File: src/design/owbm_pkg.sv
// Shared types and constants for the one-wire bus master.
`default_nettype none
package owbm_pkg;

  localparam int TICK_W    = 10;
  localparam int CFG_COUNT = 8;
  localparam int CFG_IDX_W = 3;

  typedef logic [TICK_W-1:0] tick_t;

  typedef enum logic [1:0] {
    MODE_TICK  = 2'd0,
    MODE_RESET = 2'd1,
    MODE_WRITE = 2'd2,
    MODE_READ  = 2'd3
  } mode_t;

  localparam logic [CFG_IDX_W-1:0] REG_RESET_LOW    = 3'd0;
  localparam logic [CFG_IDX_W-1:0] REG_PRESENCE     = 3'd1;
  localparam logic [CFG_IDX_W-1:0] REG_RECOVERY     = 3'd2;
  localparam logic [CFG_IDX_W-1:0] REG_SLOT_START   = 3'd3;
  localparam logic [CFG_IDX_W-1:0] REG_WRITE_HOLD   = 3'd4;
  localparam logic [CFG_IDX_W-1:0] REG_READ_SAMPLE  = 3'd5;
  localparam logic [CFG_IDX_W-1:0] REG_READ_REST    = 3'd6;
  localparam logic [CFG_IDX_W-1:0] REG_SLOT_GAP     = 3'd7;

  localparam tick_t CFG_DEFAULTS [CFG_COUNT] = '{
    10'd480, 10'd60, 10'd420, 10'd1, 10'd60, 10'd15, 10'd45, 10'd1
  };

  localparam logic [3:0] BITS_PER_BYTE = 4'd8;

endpackage
`default_nettype wire

File: src/design/one_wire_bus_master.sv
// One-wire bus master: tick-driven sequencer for bus reset, byte write and byte read.
// The result of a tick appears in the output register in the cycle after its transfer.
// Throughput: one tick per cycle; a stalled result holds off the next tick.
// The sequencer state and result register update together on each transferred tick.
// Reset (synchronous, active low) idles the sequencer, clears its presence flag and read byte,
// empties the output register and loads the default timing registers.
`default_nettype none
module one_wire_bus_master (
  input  wire                              clk,
  input  wire                              rst_n,
  input  wire                              in_valid,
  output logic                             in_stall,
  input  wire  [1:0]                       in_mode,
  input  wire  [7:0]                       in_write_byte,
  input  wire                              in_line_in,
  output logic                             out_valid,
  input  wire                              out_stall,
  output logic                             out_drive_low,
  output logic                             out_busy_res,
  output logic                             out_done_res,
  output logic                             out_presence_seen,
  output logic [7:0]                       out_read_byte,
  input  wire                              cfg_valid,
  output logic                             cfg_ready,
  input  wire  [owbm_pkg::CFG_IDX_W-1:0]   cfg_index,
  input  wire  [owbm_pkg::TICK_W-1:0]      cfg_data
);
  import owbm_pkg::*;

  typedef enum logic [2:0] {
    PH_IDLE, PH_RST_LOW, PH_RST_WAIT, PH_RST_RECOVER,
    PH_SLOT_START, PH_SLOT_BODY, PH_SLOT_TAIL
  } phase_t;

  phase_t      phase_r, phase_nxt;
  mode_t       op_r, op_nxt;
  tick_t       tick_r, tick_nxt;
  logic [3:0]  bits_r, bits_nxt;
  logic [7:0]  shift_r, shift_nxt;
  logic        presence_r, presence_nxt;
  logic [7:0]  last_read_r, last_read_nxt;
  tick_t       cfg_regs_r [CFG_COUNT];

  logic        out_valid_r;
  logic        out_drive_low_r, out_busy_res_r, out_done_res_r, out_presence_seen_r;
  logic [7:0]  out_read_byte_r;

  logic        in_xfer;
  logic        drive, done;
  tick_t       len_raw, len_eff, cnt;
  logic [3:0]  bits_dec;

  assign in_stall  = out_valid_r && out_stall;
  assign in_xfer   = in_valid && !in_stall;
  assign cfg_ready = 1'b1;

  always_comb begin
    phase_nxt     = phase_r;
    op_nxt        = op_r;
    tick_nxt      = tick_r;
    bits_nxt      = bits_r;
    shift_nxt     = shift_r;
    presence_nxt  = presence_r;
    last_read_nxt = last_read_r;
    drive         = 1'b0;
    done          = 1'b0;
    len_raw       = tick_t'(1);
    bits_dec      = bits_r;

    if (phase_r == PH_IDLE && in_mode != MODE_TICK) begin
      op_nxt   = mode_t'(in_mode);
      tick_nxt = '0;
      if (in_mode == MODE_RESET) begin
        phase_nxt = PH_RST_LOW;
        bits_nxt  = '0;
      end else begin
        phase_nxt = PH_SLOT_START;
        bits_nxt  = BITS_PER_BYTE;
        shift_nxt = (in_mode == MODE_WRITE) ? in_write_byte : 8'h00;
      end
    end

    unique case (phase_nxt)
      PH_RST_LOW:     len_raw = cfg_regs_r[REG_RESET_LOW];
      PH_RST_WAIT:    len_raw = cfg_regs_r[REG_PRESENCE];
      PH_RST_RECOVER: len_raw = cfg_regs_r[REG_RECOVERY];
      PH_SLOT_START:  len_raw = cfg_regs_r[REG_SLOT_START];
      PH_SLOT_BODY:   len_raw = (op_nxt == MODE_WRITE) ? cfg_regs_r[REG_WRITE_HOLD]
                                                       : cfg_regs_r[REG_READ_SAMPLE];
      PH_SLOT_TAIL:   len_raw = (op_nxt == MODE_WRITE) ? cfg_regs_r[REG_SLOT_GAP]
                                                       : cfg_regs_r[REG_READ_REST];
      default:        len_raw = tick_t'(1);
    endcase
    len_eff = (len_raw == '0) ? tick_t'(1) : len_raw;
    cnt     = tick_nxt + tick_t'(1);

    if (phase_nxt != PH_IDLE) begin
      unique case (phase_nxt)
        PH_RST_LOW, PH_SLOT_START: drive = 1'b1;
        PH_SLOT_BODY:              drive = (op_nxt == MODE_WRITE) && !shift_nxt[0];
        default:                   drive = 1'b0;
      endcase

      if (cnt >= len_eff) begin
        tick_nxt = '0;
        unique case (phase_nxt)
          PH_RST_LOW: phase_nxt = PH_RST_WAIT;
          PH_RST_WAIT: begin
            presence_nxt = !in_line_in;
            phase_nxt    = PH_RST_RECOVER;
          end
          PH_RST_RECOVER: begin
            phase_nxt = PH_IDLE;
            done      = 1'b1;
          end
          PH_SLOT_START: phase_nxt = PH_SLOT_BODY;
          PH_SLOT_BODY: begin
            if (op_nxt == MODE_READ) begin
              shift_nxt = {in_line_in, shift_nxt[7:1]};
            end
            phase_nxt = PH_SLOT_TAIL;
          end
          PH_SLOT_TAIL: begin
            if (op_nxt == MODE_WRITE) begin
              shift_nxt = {1'b0, shift_nxt[7:1]};
            end
            bits_dec = (bits_nxt != '0) ? bits_nxt - 4'd1 : bits_nxt;
            bits_nxt = bits_dec;
            if (bits_dec == '0) begin
              if (op_nxt == MODE_READ) begin
                last_read_nxt = shift_nxt;
              end
              phase_nxt = PH_IDLE;
              done      = 1'b1;
            end else begin
              phase_nxt = PH_SLOT_START;
            end
          end
          default: phase_nxt = PH_IDLE;
        endcase
      end else begin
        tick_nxt = cnt;
      end
    end
  end

  always_ff @(posedge clk) begin
    if (!rst_n) begin
      phase_r     <= PH_IDLE;
      op_r        <= MODE_TICK;
      tick_r      <= '0;
      bits_r      <= '0;
      shift_r     <= '0;
      presence_r  <= 1'b0;
      last_read_r <= '0;
      out_valid_r <= 1'b0;
      cfg_regs_r  <= CFG_DEFAULTS;
    end else begin
      if (cfg_valid && cfg_ready) begin
        cfg_regs_r[cfg_index] <= cfg_data;
      end
      if (in_xfer) begin
        phase_r     <= phase_nxt;
        op_r        <= op_nxt;
        tick_r      <= tick_nxt;
        bits_r      <= bits_nxt;
        shift_r     <= shift_nxt;
        presence_r  <= presence_nxt;
        last_read_r <= last_read_nxt;
        out_valid_r <= 1'b1;
      end else if (!out_stall) begin
        out_valid_r <= 1'b0;
      end
    end
  end

  always_ff @(posedge clk) begin
    if (in_xfer) begin
      out_drive_low_r     <= drive;
      out_busy_res_r      <= (phase_nxt != PH_IDLE);
      out_done_res_r      <= done;
      out_presence_seen_r <= presence_nxt;
      out_read_byte_r     <= last_read_nxt;
    end
  end

  assign out_valid         = out_valid_r;
  assign out_drive_low     = out_drive_low_r;
  assign out_busy_res      = out_busy_res_r;
  assign out_done_res      = out_done_res_r;
  assign out_presence_seen = out_presence_seen_r;
  assign out_read_byte     = out_read_byte_r;

endmodule
`default_nettype wire

File: config.mk
export PLATFORM = sky130hd
export DESIGN_NAME = one_wire_bus_master
export DESIGN_NICKNAME = d
export VERILOG_FILES = /design/src/design/owbm_pkg.sv /design/src/design/one_wire_bus_master.sv
export SDC_FILE = /design/constraint.sdc
export NUM_CORES = 1
export LEC_CHECK = 0
export BUFFER_PORTS_ARGS = -buffer_cell sky130_fd_sc_hd__clkbuf_2
export CORE_UTILIZATION = 40
export CTS_BUF_LIST = sky130_fd_sc_hd__clkbuf_2 sky130_fd_sc_hd__clkbuf_4 sky130_fd_sc_hd__clkbuf_8
export DETAILED_ROUTE_END_ITERATION = 10
export GPL_TIMING_DRIVEN = 1
export HOLD_SLACK_MARGIN = 0.03
export PLACE_DENSITY_LB_ADDON = 0.08
export RECOVER_POWER = 25
export SYNTH_ARGS = -nofsm -noshare
export SYNTH_HDL_FRONTEND = slang
export SYNTH_SLANG_ARGS = --single-unit
File: constraint.sdc
create_clock -name clk -period 7.4 [get_ports clk]
set_input_delay 1.11 -clock clk [delete_from_list [all_inputs] [get_ports clk]]
set_output_delay 1.11 -clock clk [all_outputs]
set_load 0.05 [all_outputs]
==> metrics.log, run 1 <==
INFO  metric vias_per_cell = 5.50
INFO  metric rsz_0062_raised_after_global_routing = false
INFO  metric vias = 5829
INFO  metric postSynthCellCount = 819
INFO  metric drtIter0Drc = 513
INFO  metric post_cts_resized = 0
INFO  metric classification_of_the_worst_slack_hold_path = reg -> reg
INFO  metric p_leak = 2.63 nW
INFO  metric placed_cells_incl_taps = 1027
INFO  metric syn-cell-area = 6460 um^2
INFO  metric final_gp_congestion = 0.861
INFO  metric cts.repair_timing.setup_buffer_count = 0
INFO  metric postSynth.topFlopCell = dfxtp_1
INFO  metric critPathCaptureType = flip-flop
INFO  metric synth_largest_type_area_fraction = 0.363
INFO  metric floorplan.initialDensity = 0.408
INFO  metric synth_top_cells_by_count = 237 x nand2_1, 117 x dfxtp_1, 93 x a21oi_1
INFO  metric antenna_cells = 0
INFO  metric tritoncts = yes
INFO  metric synth.distinct_cells = 70
INFO  metric finalHoldViolCount = 0
INFO  metric routedWlPerCell = 17.8 um
INFO  metric worst_case_headroom_to_the_max_slew_limit = -0.464
INFO  metric slew_violations = 43
INFO  metric run_status = complete, but fails checks
INFO  metric yosys.cell_count.top_type = nand2_1
INFO  metric synth_largest_area_cell = dfxtp_1
INFO  metric die_w = 129 um
INFO  metric post_synth.cell_area_avg = 7.88 um^2
INFO  metric cts_inserted_buffers = 17
INFO  metric hpwl = 13100 um
INFO  metric via_count_of_the_first_global_routing_pass = 5551
INFO  metric mappedNetlistNets = 860
INFO  metric globalRoute.totalOverflow = 0
INFO  metric crit_type = reg -> reg
INFO  metric final_nets = 871
INFO  metric ys_async_sr_fraction = 0
INFO  metric required_time_at_the_worst_slack_endpoint = 7.60 ns
INFO  metric timing.setup.tns = 0 ns
INFO  metric drc = 0
INFO  metric critical_path.cell_chain = nand3b_1 -> a21oi_1 -> a2111oi_1 -> nand4_1 -> nor3b_1 -> a211o_1 -> ha_1 -> nand2b_1 -> a21o_1 -> a31oi_1 -> o21ai_1 -> nand2_1 -> or3_1 -> mux2i_1
INFO  metric grt_antenna_before_repair = 0
INFO  metric drt_wl_total = 18800 um
INFO  metric path_delay_family = simple AND/OR/NAND/NOR gates
INFO  metric power-per-cell-area = 224 nW/um^2
INFO  metric largest_net_degree_at_the_start_of_global_routing = 43
INFO  metric design.die.area = 16700 um^2
INFO  metric setup.worst_path.start_class = flip-flop
INFO  metric min_period = 4.98 ns
INFO  metric vdd_drop_max = 0.125 mV
INFO  metric failed_checks = max-capacitance violations, max-slew violations
INFO  metric grt_first_pass_wirelength = 30500 um
INFO  metric layoutNonFillerInstCount = 1059
INFO  metric worst_hold_slack = 0.450 ns
INFO  metric die_h = 129 um
INFO  metric postRouteAntennaNets = 0
INFO  metric ys_seq_area_frac = 0.419
INFO  metric cts-htree-levels = 4
INFO  metric clk_transition_reported_paths = 0.08 ns
INFO  metric maxCapViolations = 1
INFO  metric number_of_enable_flip_flop_cells_after_synthesis = 12
INFO  metric crit_buf_inv = 0
INFO  metric insertion_delay = 0.45 ns
INFO  metric cp_max_fo = 21
INFO  metric post_synth_main_area_contributors = dfxtp_1 36%, nand2_1 14%, a21oi_1 7.2%
INFO  metric cts_hold_buf = 0
INFO  metric ios = 44
INFO  metric worst_path_slowest_cell = dfxtp_1
INFO  metric timing.critical_path.arrival = 5.18 ns
INFO  metric port_buffers = 42
INFO  metric finClkSkew = 0.0158 ns
INFO  metric syn_to_final_growth = 9.83%
INFO  metric synth_warnings = 0
INFO  metric cp_slowest_stage_delay = 0.83 ns
INFO  metric clock_sinks = 129
INFO  metric timing.final.crit_share = 0.673
INFO  metric num_rows = 46
INFO  metric cts.root.buffer_cell = clkbuf_8
INFO  metric groute.usage.overall = 0.240
INFO  metric fmax = 201 MHz
INFO  metric drt_pass1_iterations = 7
INFO  metric synth_register_bits = 129
INFO  metric layout-drive-gt1-share = 0.128
INFO  metric coreArea = 15800 um^2
INFO  metric cts_buffer_depth = 2
INFO  metric max_slew.worst_pin.slew = 2.20 ns
INFO  metric timing.final.setup_violations = 0
where the power goes:
| part | internal, W | total [W] | switching, W |
|---|---|---|---|
| clock network | 0.000282 | 0.000577 | 0.000295 |
| registers | 0.000727 | 0.000747 | 0.0000196 |
| logic | 0.0000847 | 0.000267 | 0.000182 |
placed cells by master (no fill, tap or decap), types with 5 or more instances in the layout:
cell type  count
nand2_1      237
xor2_1         7
o21ai_1        6
a2111oi_1      6
ha_1          12
clkinv_2       5
dfxtp_1      117
nand3_1       55
nor3_1        15
nor2_1        43
mux2i_1       19
edfxtp_1      12
and3_1         5
a21oi_1       93
inv_1          6
o32ai_1        5
clkbuf_8      19
nor2b_1        6
o2bb2ai_1      6
clkbuf_2      42
o21a_1         5
mux2_2        13
nand2b_1      14
o21ai_0       16
path summary, 6_finish.rpt:
path	startpoint	endpoint	slack, ns	cells past startpoint
min	last_read_r[0]$_SDFFE_PN0P_	last_read_r[0]$_SDFFE_PN0P_	0.45	2
max	phase_r[2]$_SDFFE_PN0P_	out_presence_seen$_DFFE_PP_	2.42	14
min reg2reg	last_read_r[0]$_SDFFE_PN0P_	last_read_r[0]$_SDFFE_PN0P_	0.45	2
max reg2reg	phase_r[2]$_SDFFE_PN0P_	out_presence_seen$_DFFE_PP_	2.42	14
metal layers:
metal / up-vias / GRT usage / routed length (um)
met5: - / 0 / 0
met4: 0 / 0.0616 / 229
met3: 19 / 0.0475 / 908
met2: 158 / 0.419 / 9390
met1: 2803 / 0.302 / 8280
li1: 2849 / - / -
final cells by class:
cell class | instances | area, um^2
inverters | 7 | 26.3
multi-input cells | 626 | 3470
repair buffers | 49 | 251
clock buffers | 19 | 262
clock inverters | 13 | 110
well taps | 216 | 270
flip-flops and latches | 129 | 2700
fillers | 1636 | 8740
stage by stage:
| step | total power [W] | worst slack (ns) | util | area, um^2 |
|---|---|---|---|---|
| floorplan | 0.000958 | 3.21 | - | 6460 |
| global placement | 0.00103 | 2.26 | 0.425 | 6730 |
| detailed placement | 0.00103 | 2.08 | 0.425 | 6730 |
| CTS | 0.00160 | 2.51 | 0.449 | 7100 |
| global route | 0.00166 | 2.08 | 0.448 | 7090 |
| finish | 0.00159 | 2.42 | 0.448 | 7090 |
logic make-up after synthesis:
group                    count (synthesis)  synth area share
AND/OR/NAND/NOR                        397             0.272
AO/OA/AOI/OAI                          174             0.174
flip-flops                             129             0.419
buffers and inverters                   64            0.0442
multiplexers                            34            0.0562
adder cells (fa/ha/maj)                 12            0.0233
XOR/XNOR                                 8            0.0109
other                                    1          0.000581
registers in the layout (all words and copies together), names as in the netlist, 2 cells and up:
| name | cells |
|---|---|
| phase_r | 3 |
| tick_r | 10 |
| cfg_regs_r | 80 |
| last_read_r | 8 |
| out_read_byte | 8 |
| shift_r | 8 |
| bits_r | 4 |
| op_r | 2 |
tightest hold or removal path, cell delays in order (launching register included):
cell and delay [ns]:
dfxtp_1 0.31, nand2_1 0.05, o21ai_1 0.05
(Power assumes the default switching activity.)
==> run 2, diff against run 1 <==
- ABC_AREA: unset -> 1
- clock period: 7.4 -> 4.98 ns (I/O delays scaled with it)
==> run 2 against run 1 <==
  * The flow still finishes with violations (max-capacitance violations, max-slew violations)
  * Largest power group unchanged
  * Largest cell class unchanged
  * Clock power increased by 45%
  * Critical path type unchanged
  * Clock-buffer cell count grew 2
  * Via count increased by 9.2%
==> metrics.log, run 2 <==
INFO  metric run_status = complete, but fails checks (unchanged)
INFO  metric failed_checks = max-capacitance violations, max-slew violations (unchanged)
INFO  metric fmax = 233 MHz (was 201 MHz)
INFO  metric largest_register = cfg_regs_r (unchanged)
INFO  metric timing.hold.worst_path_depth = 2 (unchanged)
INFO  metric finClkSkew = 0.0195 ns (was 0.0158 ns)
INFO  metric p_leak = 3.50 nW (was 2.63 nW)
INFO  metric r2r_slack = 0.69 ns (was 2.42 ns)
INFO  metric cts_hold_buf = 0 (unchanged)
INFO  metric ios = 44 (unchanged)
INFO  metric ys_async_sr_fraction = 0 (unchanged)
INFO  metric worst_r2r_startpoint = phase_r[0]$_SDFFE_PN0P_ (was phase_r[2]$_SDFFE_PN0P_)
INFO  metric grt_antenna_before_repair = 1 (was 0)
INFO  metric postSynthCellCount = 996 (was 819)
INFO  metric critPathCaptureType = flip-flop (unchanged)
INFO  metric vdd_drop_max = 0.192 mV (was 0.125 mV)
INFO  metric power_share_of_the_sequential_group = 0.420 (was 0.470)
INFO  metric drt_pass1_iterations = 7 (unchanged)
INFO  metric tritoncts = yes (unchanged)
INFO  metric number_of_enable_flip_flop_cells_after_synthesis = 12 (unchanged)
INFO  metric detailed_place.area = 7080 um^2 (was 6730 um^2)
INFO  metric drtIter0Drc = 470 (was 513)
INFO  metric finalHoldViolCount = 0 (unchanged)
INFO  metric routedWlPerCell = 15.7 um (was 17.8 um)
INFO  metric post_cts_resized = 0 (unchanged)
INFO  metric crit_path_frequent_cell = nor2_1
INFO  metric post_synth.cell_area_avg = 6.80 um^2 (was 7.88 um^2)
INFO  metric yosys.cell_count.top_type = nand2_1 (unchanged)
INFO  metric final_gp_congestion = 0.841 (was 0.861)
INFO  metric setup.worst_path.start_class = flip-flop (unchanged)
INFO  metric die_w = 132 um (was 129 um)
INFO  metric synth_largest_type_area_fraction = 0.346 (was 0.363)
INFO  metric largest_net_degree_at_the_start_of_global_routing = 99 (was 43)
INFO  metric synth_largest_area_cell = dfxtp_1 (unchanged)
INFO  metric vias_per_cell = 5.10 (was 5.50)
INFO  metric worst_r2r_path_depth = 22 (was 14)
INFO  metric comb_power_share = 0.273 (was 0.168)
INFO  metric timing.hold.worst_endpoint = cfg_regs_r[32]$_SDFFE_PN1P_ (was last_read_r[0]$_SDFFE_PN0P_)
INFO  metric largest_register_ff_count = 80 (unchanged)
INFO  metric port_buffers = 42 (unchanged)
INFO  metric layout.cells.most_common_list = 210 x nand2_1, 168 x nor2_1, 117 x dfxtp_1 (was 237 x nand2_1, 117 x dfxtp_1, 93 x a21oi_1)
INFO  metric critical_path.cell_chain = inv_1 -> nand3_1 -> inv_1 -> nand3_1 -> nand2_1 -> nor2_1 -> nand3_1 -> nor2_1 -> nand3_1 -> nand2_1 -> ha_1 -> nand2_1 -> nor2_1 -> nand3_1 -> nand4_1 -> nand2_1 -> inv_1 -> nand2_1 -> a21oi_1 -> nor2_1 -> nor2_1 -> nor2_1 (was nand3b_1 -> a21oi_1 -> a2111oi_1 -> nand4_1 -> nor3b_1 -> a211o_1 -> ha_1 -> nand2b_1 -> a21o_1 -> a31oi_1 -> o21ai_1 -> nand2_1 -> or3_1 -> mux2i_1)
INFO  metric worst_path_slowest_cell = inv_1 (was dfxtp_1)
INFO  metric grt_first_pass_wirelength = 31600 um (was 30500 um)
INFO  metric design.die.area = 17500 um^2 (was 16700 um^2)
INFO  metric synth_top_cells_by_count = 210 x nand2_1, 169 x nor2_1, 117 x dfxtp_1 (was 237 x nand2_1, 117 x dfxtp_1, 93 x a21oi_1)
INFO  metric globalRoute.totalOverflow = 0 (unchanged)
INFO  metric worst_case_headroom_to_the_max_slew_limit = -1.59 (was -0.464)
INFO  metric cts.root.buffer_cell = clkbuf_8 (unchanged)
INFO  metric final_nets = 1055 (was 871)
INFO  metric max_slew.worst_pin.slew = 3.89 ns (was 2.20 ns)
INFO  metric layout-drive-gt1-share = 0.0867 (was 0.128)
INFO  metric required_time_at_the_worst_slack_endpoint = 5.29 ns (was 7.60 ns)
INFO  metric maxCapViolations = 2 (was 1)
INFO  metric leading_registers_by_flop_count = cfg_regs_r x80, tick_r x10 (unchanged)
INFO  metric synth_warnings = 0 (unchanged)
INFO  metric cts-htree-levels = 4 (unchanged)
INFO  metric hpwl = 13600 um (was 13100 um)
INFO  metric drt_wl_total = 19600 um (was 18800 um)
INFO  metric floorplan.initialDensity = 0.408 (about the same)
INFO  metric synth_register_bits = 129 (unchanged)
INFO  metric timing.final.crit_share = 0.861 (was 0.673)
INFO  metric vias = 6363 (was 5829)
INFO  metric post_synth_main_area_contributors = dfxtp_1 35%, nand2_1 12%, nor2_1 9.4% (was dfxtp_1 36%, nand2_1 14%, a21oi_1 7.2%)
INFO  metric mappedNetlistNets = 1037 (was 860)
INFO  metric ys_seq_area_frac = 0.399 (was 0.419)
INFO  metric die_h = 132 um (was 129 um)
INFO  metric p_sw = 0.00100 W (was 0.000497 W)
INFO  metric final_common_cell = nand2_1 (unchanged)
INFO  metric groute.usage.overall = 0.234 (was 0.240)
INFO  metric cts.repair_timing.setup_buffer_count = 0 (unchanged)
INFO  metric drc = 0 (unchanged)
INFO  metric worst_hold_slack = 0.456 ns (was 0.450 ns)
INFO  metric power.switching_fraction = 0.367 (was 0.312)
INFO  metric classification_of_the_worst_slack_hold_path = reg -> reg (unchanged)
INFO  metric power-per-cell-area = 369 nW/um^2 (was 224 nW/um^2)
INFO  metric holdCritStartpoint = cfg_regs_r[32]$_SDFFE_PN1P_ (was last_read_r[0]$_SDFFE_PN0P_)
INFO  metric critical_path.reg2reg.endpoint = shift_r[4]$_SDFFE_PN0P_ (was out_presence_seen$_DFFE_PP_)
INFO  metric cp_slowest_stage_delay = 0.74 ns (was 0.83 ns)
INFO  metric via_count_of_the_first_global_routing_pass = 5768 (was 5551)
INFO  metric postRouteAntennaNets = 0 (unchanged)
INFO  metric syn_to_final_growth = 9.46% (was 9.83%)
INFO  metric min_period = 4.29 ns (was 4.98 ns)
INFO  metric rsz_0062_raised_after_global_routing = false (unchanged)
INFO  metric slew_violations = 155 (was 43)
INFO  metric clock_sinks = 129 (unchanged)
INFO  metric fillCellCount = 1813 (was 1636)
INFO  metric fin_area = 7410 um^2 (was 7090 um^2)
INFO  metric postSynth.topFlopCell = dfxtp_1 (unchanged)
INFO  metric insertion_delay = 0.46 ns (was 0.45 ns)
INFO  metric syn-cell-area = 6770 um^2 (was 6460 um^2)
INFO  metric cts_inserted_buffers = 17 (unchanged)
INFO  metric clk_transition_reported_paths = 0.08 ns (about the same)
INFO  metric p_int = 0.00173 W (was 0.00109 W)
INFO  metric timing.setup.tns = 0 ns (unchanged)
INFO  metric timing.final.setup_violations = 0 (unchanged)
INFO  metric cts_buffer_depth = 2 (unchanged)
INFO  metric cp_max_fo = 22 (was 21)
INFO  metric num_rows = 47 (was 46)
INFO  metric share_clk_of_total_power = 0.307 (was 0.363)
INFO  metric timing.critical_path.arrival = 4.60 ns (was 5.18 ns)
INFO  metric crit_type = reg -> reg (unchanged)
INFO  metric synth.distinct_cells = 42 (was 70)
INFO  metric coreArea = 16600 um^2 (was 15800 um^2)
-- run 2: kinds of logic after synthesis --
group	synth area share
AOI/OAI and AO/OA	0.158
xor gates and xnor gates	0.00776
adders and majority gates	0.0222
buffers and inverters	0.0948
DFF	0.399
other	0.000554
and+or+nand+nor	0.318
-- run 2: stage by stage --
stage	util	worst slack (ns)	power, W	cells
global placement	0.427	0.398	0.00192	1215
detailed placement	0.427	0.397	0.00192	1215
finish	0.447	0.694	0.00274	1247
global route	0.447	0.244	0.00290	1246
CTS	0.448	0.791	0.00275	1246
floorplan	-	1.22	0.00174	996
-- run 2: how the worst max path moves through the flow --
| stage | cells after the start | slack (ns) | startpoint | to |
|---|---|---|---|---|
| 5_1_grt | 10 | 0.24 | out_stall | shift_r[0]$_SDFFE_PN0P_ |
| 6_report | 22 | 0.69 | phase_r[0]$_SDFFE_PN0P_ | shift_r[4]$_SDFFE_PN0P_ |
| 4_1_cts | 22 | 0.79 | phase_r[0]$_SDFFE_PN0P_ | shift_r[4]$_SDFFE_PN0P_ |
| 3_5_place_dp | 23 | 0.40 | in_mode[1] | tick_r[0]$_SDFFE_PN0P_ |
| 2_1_floorplan | 23 | 1.22 | in_mode[0] | out_busy_res$_DFFE_PP_ |
| 3_3_place_gp | 23 | 0.40 | in_mode[1] | tick_r[0]$_SDFFE_PN0P_ |
-- run 2: final cells by class --
| type | instances | area [um^2] | share of cell area |
|---|---|---|---|
| antenna | 1 | 2.50 | 0.000338 |
| clock inverter | 10 | 87.6 | 0.0118 |
| multi-input combinational | 708 | 3430 | 0.463 |
| clock buffer | 21 | 264 | 0.0356 |
| sequential | 129 | 2700 | 0.365 |
| tap | 220 | 275 | 0.0371 |
| timing repair buffer | 48 | 233 | 0.0314 |
| inverter | 110 | 413 | 0.0557 |
-- run 2: per-layer routing --
metal | global-route usage | vias up | part of all wire
met5 | 0 | - | 0
met4 | 0.0898 | 0 | 0.026
met3 | 0.0519 | 30 | 0.045
met2 | 0.367 | 160 | 0.45
met1 | 0.313 | 2905 | 0.48
li1 | - | 3268 | -
-- run 2: worst max-delay path, delay by kind of cell, from the launching register on --
kind / cells / cell delay (ns)
and+or+nand+nor: 17 / 2.09
buffers and inverters: 3 / 1.13
DFF: 1 / 0.35
AOI/OAI and AO/OA: 1 / 0.31
adders and majority gates: 1 / 0.27
-- run 2: power groups by stage --
stage	logic (W)	clock network, W	registers [W]
after floorplan	0.000538	0	0.00121
after global placement	0.000747	0	0.00117
after detailed placement	0.000745	0	0.00117
after CTS	0.000748	0.000857	0.00115
after global routing	0.000842	0.000906	0.00116
final	0.000748	0.000839	0.00115
==> run 3, diff against run 2 <==
--- a/constraint.sdc
+++ b/constraint.sdc
@@ -3,2 +3,2 @@
 set_output_delay 0.747 -clock clk [all_outputs]
-set_load 0.05 [all_outputs]
+set_load 0.005 [all_outputs]
==> run 3 against run 2 <==
  * The flow still finishes with violations (max-capacitance violations, max-slew violations)
  * Die area unchanged
  * Combinational power shrank 5.9%
  * Largest power group unchanged
  * Non-clock buffer count stayed put
  * Worst setup slack lost 0.00092 ns
  * Sequential share of layout area about the same
  * Clock-buffer cell count is the same
  * Cell count did not move
  * Power shrank 1.6%
  * First-iteration DRC count unchanged
  * Via count rose by 0.27%
  * Worst hold slack did not move
==> metrics.log, run 3 (synthesized netlist as in run 2, its figures left out) <==
INFO  metric power-per-cell-area = 363 nW/um^2 (was 369 nW/um^2)
INFO  metric groute.usage.overall = 0.234 (unchanged)
INFO  metric slew_violations = 155 (unchanged)
INFO  metric clock_sinks = 129 (unchanged)
INFO  metric num_rows = 47 (unchanged)
INFO  metric final_nets = 1055 (unchanged)
INFO  metric cts.root.buffer_cell = clkbuf_8 (unchanged)
INFO  metric worst_r2r_startpoint = phase_r[0]$_SDFFE_PN0P_ (unchanged)
INFO  metric finalHoldViolCount = 0 (unchanged)
INFO  metric drt_pass1_iterations = 7 (unchanged)
INFO  metric leading_registers_by_flop_count = cfg_regs_r x80, tick_r x10 (unchanged)
INFO  metric setup.worst_path.start_class = flip-flop (unchanged)
INFO  metric drt_wl_total = 19600 um (about the same)
INFO  metric tritoncts = yes (unchanged)
INFO  metric cts_hold_buf = 0 (unchanged)
INFO  metric crit_type = reg -> reg (unchanged)
INFO  metric timing.setup.tns = 0 ns (unchanged)
INFO  metric largest_net_degree_at_the_start_of_global_routing = 99 (unchanged)
INFO  metric via_count_of_the_first_global_routing_pass = 5768 (unchanged)
INFO  metric worst_case_headroom_to_the_max_slew_limit = -1.59 (about the same)
INFO  metric drtIter0Drc = 470 (unchanged)
INFO  metric drc = 0 (unchanged)
INFO  metric vias_per_cell = 5.12 (was 5.10)
INFO  metric dp_worst_setup_slack = 0.397 ns (unchanged)
INFO  metric hpwl = 13600 um (unchanged)
INFO  metric fmax = 233 MHz (about the same)
INFO  metric cts-htree-levels = 4 (unchanged)
INFO  metric vias = 6380 (was 6363)
INFO  metric syn_to_final_growth = 9.57% (was 9.46%)
INFO  metric critPathCaptureType = flip-flop (unchanged)
INFO  metric timing.hold.worst_path_depth = 2 (unchanged)
INFO  metric layout-drive-gt1-share = 0.0926 (was 0.0867)
INFO  metric globalRoute.totalOverflow = 0 (unchanged)
INFO  metric ios = 44 (unchanged)
INFO  metric largest_register = cfg_regs_r (unchanged)
INFO  metric cts_inserted_buffers = 17 (unchanged)
INFO  metric design.die.area = 17500 um^2 (unchanged)
INFO  metric required_time_at_the_worst_slack_endpoint = 5.29 ns (about the same)
INFO  metric r2r_slack = 0.69 ns (about the same)
INFO  metric routedWlPerCell = 15.7 um (about the same)
INFO  metric worst_r2r_path_depth = 22 (unchanged)
INFO  metric cts.repair_timing.setup_buffer_count = 0 (unchanged)
INFO  metric port_buffers = 42 (unchanged)
INFO  metric max_slew.worst_pin.slew = 3.89 ns (about the same)
INFO  metric post_cts_resized = 0 (unchanged)
INFO  metric classification_of_the_worst_slack_hold_path = reg -> reg (unchanged)
INFO  metric setup.worst_path.end = shift_r[4]$_SDFFE_PN0P_ (unchanged)
INFO  metric floorplan.initialDensity = 0.408 (unchanged)
INFO  metric timing.final.crit_share = 0.861 (about the same)
INFO  metric run_status = complete, but fails checks (unchanged)
INFO  metric largest_register_ff_count = 80 (unchanged)
INFO  metric final_common_cell = nand2_1 (unchanged)
INFO  metric vdd_drop_max = 0.192 mV (about the same)
INFO  metric die_h = 132 um (unchanged)
INFO  metric min_period = 4.29 ns (about the same)
INFO  metric rsz_0062_raised_after_global_routing = false (unchanged)
INFO  metric die_w = 132 um (unchanged)
INFO  metric maxCapViolations = 2 (unchanged)
INFO  metric timing.critical_path.arrival = 4.60 ns (about the same)
INFO  metric cts_buffer_depth = 2 (unchanged)
INFO  metric clk_transition_reported_paths = 0.08 ns (about the same)
INFO  metric insertion_delay = 0.46 ns (about the same)
INFO  metric timing.final.setup_violations = 0 (unchanged)
INFO  metric p_leak = 3.52 nW (was 3.50 nW)
INFO  metric critPathLaunch = phase_r[0]$_SDFFE_PN0P_ (unchanged)
INFO  metric coreArea = 16600 um^2 (unchanged)
INFO  metric cp_max_fo = 22 (unchanged)
INFO  metric grt_antenna_before_repair = 1 (unchanged)
INFO  metric final.setup.worst_slack = 0.693 ns (was 0.694 ns)
INFO  metric grt_first_pass_wirelength = 31600 um (unchanged)
INFO  metric critical_path.reg2reg.endpoint = shift_r[4]$_SDFFE_PN0P_ (unchanged)
INFO  metric final_gp_congestion = 0.841 (unchanged)
INFO  metric finClkSkew = 0.0195 ns (about the same)
INFO  metric postRouteAntennaNets = 0 (unchanged)
INFO  metric layout.cells.most_common_list = 210 x nand2_1, 168 x nor2_1, 117 x dfxtp_1 (unchanged)
INFO  metric failed_checks = max-capacitance violations, max-slew violations (unchanged)
[run 3: power breakdown]
group	switching, W	internal, W
combinational	0.000497	0.000206
clock	0.000428	0.000411
sequential	0.0000344	0.00111
[run 3: final cells by class]
type,count,area [um^2]
Fill cell,1808,9170
Inverter,110,413
Multi-Input combinational cell,708,3430
Tap cell,220,275
Timing Repair Buffer,48,240
Sequential cell,129,2700
Clock inverter,10,87.6
Clock buffer,21,264
Antenna cell,1,2.50
[run 3: per-stage QoR]
| stage | cells | power [W] | area, um^2 | hold slack [ns] | utilization |
|---|---|---|---|---|---|
| final | 1247 | 0.00269 | 7420 | 0.456 | 0.447 |
| after global routing | 1246 | 0.00286 | 7420 | 0.474 | 0.447 |
| after CTS | 1246 | 0.00271 | 7430 | 0.458 | 0.448 |
| after detailed placement | 1215 | 0.00187 | 7080 | 0.440 | 0.427 |
| after global placement | 1215 | 0.00187 | 7080 | 0.438 | 0.427 |
| after floorplan | 996 | 0.00170 | 6770 | 0.420 | - |
[run 3: how the worst min path moves through the flow]
| stage | startpoint | end |
|---|---|---|
| after global placement | cfg_regs_r[32]$_SDFFE_PN1P_ | cfg_regs_r[32]$_SDFFE_PN1P_ |
| after floorplan | cfg_regs_r[34]$_SDFFE_PN1P_ | cfg_regs_r[34]$_SDFFE_PN1P_ |
| after global routing | cfg_regs_r[25]$_SDFFE_PN0P_ | cfg_regs_r[25]$_SDFFE_PN0P_ |
| after CTS | cfg_regs_r[25]$_SDFFE_PN0P_ | cfg_regs_r[25]$_SDFFE_PN0P_ |
| after detailed placement | cfg_regs_r[32]$_SDFFE_PN1P_ | cfg_regs_r[32]$_SDFFE_PN1P_ |
| final | cfg_regs_r[32]$_SDFFE_PN1P_ | cfg_regs_r[32]$_SDFFE_PN1P_ |
[run 3: layer usage]
layer | global-route usage | wire length (um)
met1 | 0.313 | 9300
met2 | 0.367 | 8890
met3 | 0.0519 | 893
met4 | 0.0898 | 510
met5 | 0 | 0
[run 3: critical path, cell delays in order, from the launching register on]
cell and delay (ns):
dfxtp_1 0.35, inv_1 0.23, nand3_1 0.33, inv_1 0.74
nand3_1 0.16, nand2_1 0.10, nor2_1 0.06, nand3_1 0.15
nor2_1 0.07, nand3_1 0.08, nand2_1 0.05, ha_1 0.27
nand2_1 0.04, nor2_1 0.08, nand3_1 0.08, nand4_1 0.29
nand2_1 0.23, inv_1 0.16, nand2_1 0.09, a21oi_1 0.31
nor2_1 0.08, nor2_1 0.14, nor2_1 0.06
